**config.mk**
```make
export PLATFORM = sky130hd
export DESIGN_NAME = vfa_sqrt
export DESIGN_NICKNAME = d
export VERILOG_FILES = /design/src/hdl/vfa_pkg.sv /design/src/hdl/vfa_sqrt.sv
export SDC_FILE = /design/constraint.sdc
export NUM_CORES = 2
export LEC_CHECK = 0
export BUFFER_PORTS_ARGS = -buffer_cell sky130_fd_sc_hd__buf_2
export CAP_MARGIN = 20
export CORE_MARGIN = 2
export CORE_UTILIZATION = 50
export DETAILED_ROUTE_END_ITERATION = 8
export GPL_ROUTABILITY_DRIVEN = 0
export PLACE_DENSITY_LB_ADDON = 0.2
export SLEW_MARGIN = 20
export SYNTH_ARGS = -nofsm -noshare
export SYNTH_HDL_FRONTEND = slang
export SYNTH_MEMORY_MAX_BITS = 65536
export SYNTH_SLANG_ARGS = --single-unit
```
**constraint.sdc**
```tcl
create_clock -name clk -period 5.07 [get_ports clk]
set_input_delay 0 -clock clk [delete_from_list [all_inputs] [get_ports clk]]
set_output_delay 0 -clock clk [all_outputs]
set_load 0.03 [all_outputs]
```
**src/hdl/vfa_pkg.sv**
```systemverilog
package vfa_pkg;

    // Word format and derived widths.
    localparam int DATA_WIDTH = 32;
    localparam int FRAC_BITS  = 16;
    localparam int PROD_W     = 2 * DATA_WIDTH;
    localparam int ACC_W      = PROD_W + 2;
    localparam int SQRT_STEPS = DATA_WIDTH;
    localparam int SQRT_REM_W = DATA_WIDTH + 4;
    localparam int DIV_STEPS  = DATA_WIDTH + FRAC_BITS;
    localparam int DIV_REM_W  = DATA_WIDTH + 1;
    localparam int LANES      = 3;

    typedef enum logic [3:0] {
        OP_ADD    = 4'd0,
        OP_SUB    = 4'd1,
        OP_SCALE  = 4'd2,
        OP_DIV    = 4'd3,
        OP_DOT    = 4'd4,
        OP_CROSS  = 4'd5,
        OP_LENGTH = 4'd6,
        OP_NORM   = 4'd7,
        OP_EQUAL  = 4'd8
    } op_t;

    typedef logic signed [DATA_WIDTH-1:0] word_t;

    typedef struct packed {
        op_t   op;
        word_t a_x;
        word_t a_y;
        word_t a_z;
        word_t b_x;
        word_t b_y;
        word_t b_z;
        word_t scalar_in;
    } in_t;

    typedef struct packed {
        word_t r_x;
        word_t r_y;
        word_t r_z;
        word_t r_scalar;
        logic  equal_flag;
        logic  zero_div_flag;
    } out_t;

    // Operands of one lane, rotated so that lane i sees component i first.
    typedef struct packed {
        op_t   op;
        word_t ai;
        word_t aj;
        word_t ak;
        word_t bi;
        word_t bj;
        word_t bk;
        word_t s;
    } lane_in_t;

    // Data that rides along with an item through the root and divide pipelines.
    typedef struct packed {
        op_t                             op;
        logic [LANES-1:0][DATA_WIDTH-1:0] a;
        word_t                           s;
        logic [DATA_WIDTH-1:0]           len;
        out_t                            res;
    } side_t;

    localparam logic signed [ACC_W-1:0] ACC_MAX =
        {{(ACC_W-DATA_WIDTH+1){1'b0}}, {(DATA_WIDTH-1){1'b1}}};
    localparam logic signed [ACC_W-1:0] ACC_MIN =
        {{(ACC_W-DATA_WIDTH+1){1'b1}}, {(DATA_WIDTH-1){1'b0}}};
    localparam logic [DATA_WIDTH-1:0] WORD_MAX = {1'b0, {(DATA_WIDTH-1){1'b1}}};
    localparam logic [DATA_WIDTH-1:0] WORD_MIN = {1'b1, {(DATA_WIDTH-1){1'b0}}};

    // Saturate a wide signed value to one word.
    function automatic logic [DATA_WIDTH-1:0] sat_acc(input logic signed [ACC_W-1:0] v);
        if (v > ACC_MAX)
            return WORD_MAX;
        else if (v < ACC_MIN)
            return WORD_MIN;
        else
            return v[DATA_WIDTH-1:0];
    endfunction

    // Floor the fraction bits away, then saturate.
    function automatic logic [DATA_WIDTH-1:0] fix_acc(input logic signed [ACC_W-1:0] v);
        logic signed [ACC_W-1:0] t;
        t = v >>> FRAC_BITS;
        return sat_acc(t);
    endfunction

    // Magnitude of a signed word as an unsigned word.
    function automatic logic [DATA_WIDTH-1:0] mag(input word_t v);
        if (v[DATA_WIDTH-1])
            return ~v + 1'b1;
        else
            return v;
    endfunction

endpackage

```
**src/hdl/vfa_sqrt.sv**
```systemverilog
module vfa_sqrt (
    input  logic                              clk,
    input  logic [vfa_pkg::PROD_W-1:0]        radicand,
    output logic [vfa_pkg::DATA_WIDTH-1:0]    root
);
    import vfa_pkg::*;

    logic [SQRT_REM_W-1:0] rem_reg  [SQRT_STEPS];
    logic [DATA_WIDTH-1:0] root_reg [SQRT_STEPS];
    logic [PROD_W-1:0]     n_reg    [SQRT_STEPS];

    // One root bit per stage, restoring digit-by-digit method.
    for (genvar k = 0; k < SQRT_STEPS; k++)
    begin : g_stage
        logic [SQRT_REM_W-1:0] rem_prev;
        logic [DATA_WIDTH-1:0] root_prev;
        logic [PROD_W-1:0]     n_prev;
        logic [SQRT_REM_W-1:0] cand;
        logic [SQRT_REM_W-1:0] trial;

        if (k == 0)
        begin : g_first
            assign rem_prev  = '0;
            assign root_prev = '0;
            assign n_prev    = radicand;
        end
        else
        begin : g_next
            assign rem_prev  = rem_reg[k-1];
            assign root_prev = root_reg[k-1];
            assign n_prev    = n_reg[k-1];
        end

        assign cand  = {rem_prev[SQRT_REM_W-3:0], n_prev[PROD_W-1:PROD_W-2]};
        assign trial = SQRT_REM_W'({root_prev, 2'b01});

        always_ff @(posedge clk)
        begin
            n_reg[k] <= {n_prev[PROD_W-3:0], 2'b00};
            if (cand >= trial)
            begin
                rem_reg[k]  <= cand - trial;
                root_reg[k] <= {root_prev[DATA_WIDTH-2:0], 1'b1};
            end
            else
            begin
                rem_reg[k]  <= cand;
                root_reg[k] <= {root_prev[DATA_WIDTH-2:0], 1'b0};
            end
        end
    end

    assign root = root_reg[SQRT_STEPS-1];

endmodule

```
==> results by group <==
Outcome
  – Status: finished, final reports clean

Yosys
  – Most area-consuming cells after synthesis: dfxtp_1 54%, ha_1 7.5%, xnor2_1 4.1%, xor2_1 3.7%, a21oi_1 3.2%
  – Compound-Gate Fraction of Synth Area: 12.9%
  – Unique masters post-synth: 109
  – Synth top area share: 54.2%
  – Mux cell area share after synthesis: 1.02%
  – Mapped Avg Cell Area: 10.1 um^2
  – Syn_nets: 9837
  – Largest family of logic cells by synthesized area: compound AO/OA/AOI/OAI gates
  – Adder-cell share of the synthesized area: 7.55%
  – Yosys reg bits: 2523
  – Register area share after synthesis: 54.2%
  – Yosys warning count: 0
  – Post-synthesis xor/xnor area fraction: 7.83%
  – Synth area leader: dfxtp_1
  – Post-Syn Area: 93100 um^2
  – Simple-gate share of the synthesized area: 12.7%
  – Post-synth top flop: dfxtp_1
  – Number of synthesized flops with an enable pin: 0
  – Async set-reset flop share out of synthesis: 0%
  – Cells after synthesis: 9210

Critical path
  – CP arrival: 4740 ps
  – Crit start category: flop
  – Critical path peak fanout: 33
  – Crit. End Element: flop
  – WP data required: 5870 ps
  – Worst Path Class, Setup: reg2reg

STA
  – Setup Viol. Count Final: 0
  – Fmax: 254 MHz
  – RSZ-0062 raised after global routing: false
  – Least-Margin Pin Slew: 977 ps
  – Fin crit period: 3940 ps
  – Slack of the critical path: 1130 ps
  – Final Skew: 45.7 ps
  – Relative slew slack: 34.0%
  – Final hold vios: 0
  – Max-slew violations: 0
  – Post-route clock period utilization: 77.8%
  – Total Neg Setup Slack: 0 ps

Layout
  – Area grow syn2layout: 14.7%
  – Post-Route Utilization: 57.7%
  – Multi-input gate area: 39200 um^2
  – Seq. cell area: 50500 um^2
  – Largest register FFs: 1003
  – Final #Nets: 10176
  – Share of cells above drive strength 1: 7.54%
  – Fillers: 15836
  – Final instance count without filler cells: 12231

Pwr
  – Peak supply drop: 0.382 mV
  – Lkg Pwr: 50.1 nW
  – Pwr/cell area: 506 nW/um^2

Global routing
  – Vias in the first global route: 63655
  – First-pass GRT wire length: 330 mm
  – Initial antenna violation count: 7
  – Grt total ovfl: 0
  – Largest net degree at the start of global routing: 57
  – All-layer global routing usage: 21.1%

Clock tree
  – Post-cts resize count: 0
  – Clk buf depth: 4
  – Clk slew on worst S/H paths: 60 ps
  – CTS buffer count: 277
  – CTS tree: yes
  – Root Buffer: clkbuf_16
  – Clock latency on the worst-skew pair: 920 ps
  – TritonCTS Sinks: 2523
  – H-tree depth: 5

Die
  – Die Height: 436 um
  – Num rows: 158
  – Starting Density: 50.3%
  – Core ar.: 185000 um^2
  – Die area: 190000 um^2
  – Die width: 436 um
  – # IOs: 97

Placed design
  – Number of port buffers: 96
  – Detailed Place HPWL: 150 mm
  – Post-place setup slack: 1130 ps
  – Placed cells: 11621

Detailed routing
  – Vias: 64314
  – Detailed Route Iter0 Violations: 4154
  – Routed WL: 203 mm
  – DR pass1 iterations: 6
  – DR vias/cell: 5.26
  – Post-DR wirelength/cell: 16.6 um
  – Routed Antenna Nets: 0
  – DRC viols: 0

Min path
  – Hold WC Path Type: in2reg

Flow run
  – Max-cap viol count: 0
==> layout make-up <==
cell class / count / area share [%]
multi-input combinational: 5753 / 36.6
clock inverter: 104 / 1.37
tap: 2480 / 2.90
antenna: 2 / 0.00468
clock buffer: 375 / 7.34
timing repair buffer: 256 / 1.89
inverter: 738 / 2.59
sequential: 2523 / 47.3
==> critical path: stages (launching register included) <==
cell	delay (ps)
dfxtp_1	330
inv_1	50
ha_1	350
a21o_1	180
a21o_1	190
a311o_1	360
or4_1	510
o22ai_1	370
o21a_1	670
buf_4	430
mux2_2	370
==> cell usage in the layout, fill, tap and decap left out, types with 48 or more instances in the layout <==
master,Yosys,routed
a31oi_1,55,55
and3_1,57,57
xor2_1,395,395
o211ai_1,48,48
clkbuf_1,161,48
buf_2,13,96
clkbuf_16,0,281
inv_1,734,734
nand2b_1,104,104
or4_1,73,73
o21bai_1,55,55
nand4_1,104,104
o21a_1,93,92
nor2b_1,74,74
mux2_2,76,76
nand3_1,154,154
dfxtp_1,2523,2523
ha_1,562,562
o31ai_1,76,76
o21ai_0,461,460
xnor2_1,438,438
nor3_1,222,222
or3_1,85,85
nand2_1,627,627
nor2_1,535,535
nor4_1,122,122
a21oi_1,596,593
dlygate4sd3_1,0,129
a21o_1,269,269
==> worst paths after layout <==
path,from,endpoint,slack [ps],cells after the start
worst min register to register,n_reg[0][20],n_reg[0][84],280,0
worst min-delay path,radicand[50],n_reg[0][50],240,3
worst max register to register,root_reg[1][297],rem_reg[1][363],1130,10
worst max-delay path,root_reg[1][297],rem_reg[1][363],1130,10
==> report_power, final <==
group / leakage, nW / switching [mW] / internal, mW / total, mW
Clock: 4.55 / 7.74 / 12.5 / 20.3
Combinational: 24.5 / 4.56 / 3.71 / 8.27
Sequential: 21.1 / 2.52 / 23.1 / 25.6
Total: 50.1 / 14.8 / 39.3 / 54.1
==> synthesized netlist by cell type (57+ instances only) <==
cell type	count
o21a_1	93
ha_1	562
nand2b_1	104
a21o_1	269
or3_1	85
xnor2_1	438
clkbuf_1	161
a21oi_1	596
nand2_1	627
or4_1	73
inv_1	734
nand3_1	154
o21ai_0	461
xor2_1	395
dfxtp_1	2523
nand4_1	104
mux2_2	76
o31ai_1	76
nor2b_1	74
and3_1	57
nor4_1	122
nor2_1	535
nor3_1	222
==> layer usage <==
metal	share of wire, %	vias to the layer above	wire [um]	GRT usage (%)
li1	-	32329	-	-
met1	46	30090	92400	27.6
met2	47	1471	94500	35.2
met3	4.5	422	9070	3.25
met4	3.4	2	6870	8.06
met5	0.0084	-	17	0
==> cell families (layout without fill, tap and decap cells) <==
kind of cell | count (synthesis) | count (layout)
multiplexers | 85 | 85
AND/OR/NAND/NOR | 2354 | 2354
flip-flops | 2523 | 2523
XOR/XNOR | 833 | 833
other | 1 | 3
adder cells (fa/ha/maj) | 562 | 562
AO/OA/AOI/OAI | 1918 | 1918
buffers and inverters | 934 | 1473
==> what timing repair did <==
| item | CTS | global route |
|---|---|---|
| buffers inserted | 0 | 0 |
| endpoints found under the hold margin | 65 | 0 |
| endpoints found under the setup margin | 0 | 0 |
| hold buffers | 129 | 0 |
==> through the flow <==
step,total power [mW],hold slack [ps],area (um^2)
4_1_cts,54.7,166,107000
2_1_floorplan,31.4,27.7,93100
6_report,54.1,237,107000
3_5_place_dp,34.0,104,96300
3_3_place_gp,33.9,102,96300
5_1_grt,56.9,215,107000
No activity file was read; power rests on OpenSTA's default activity.
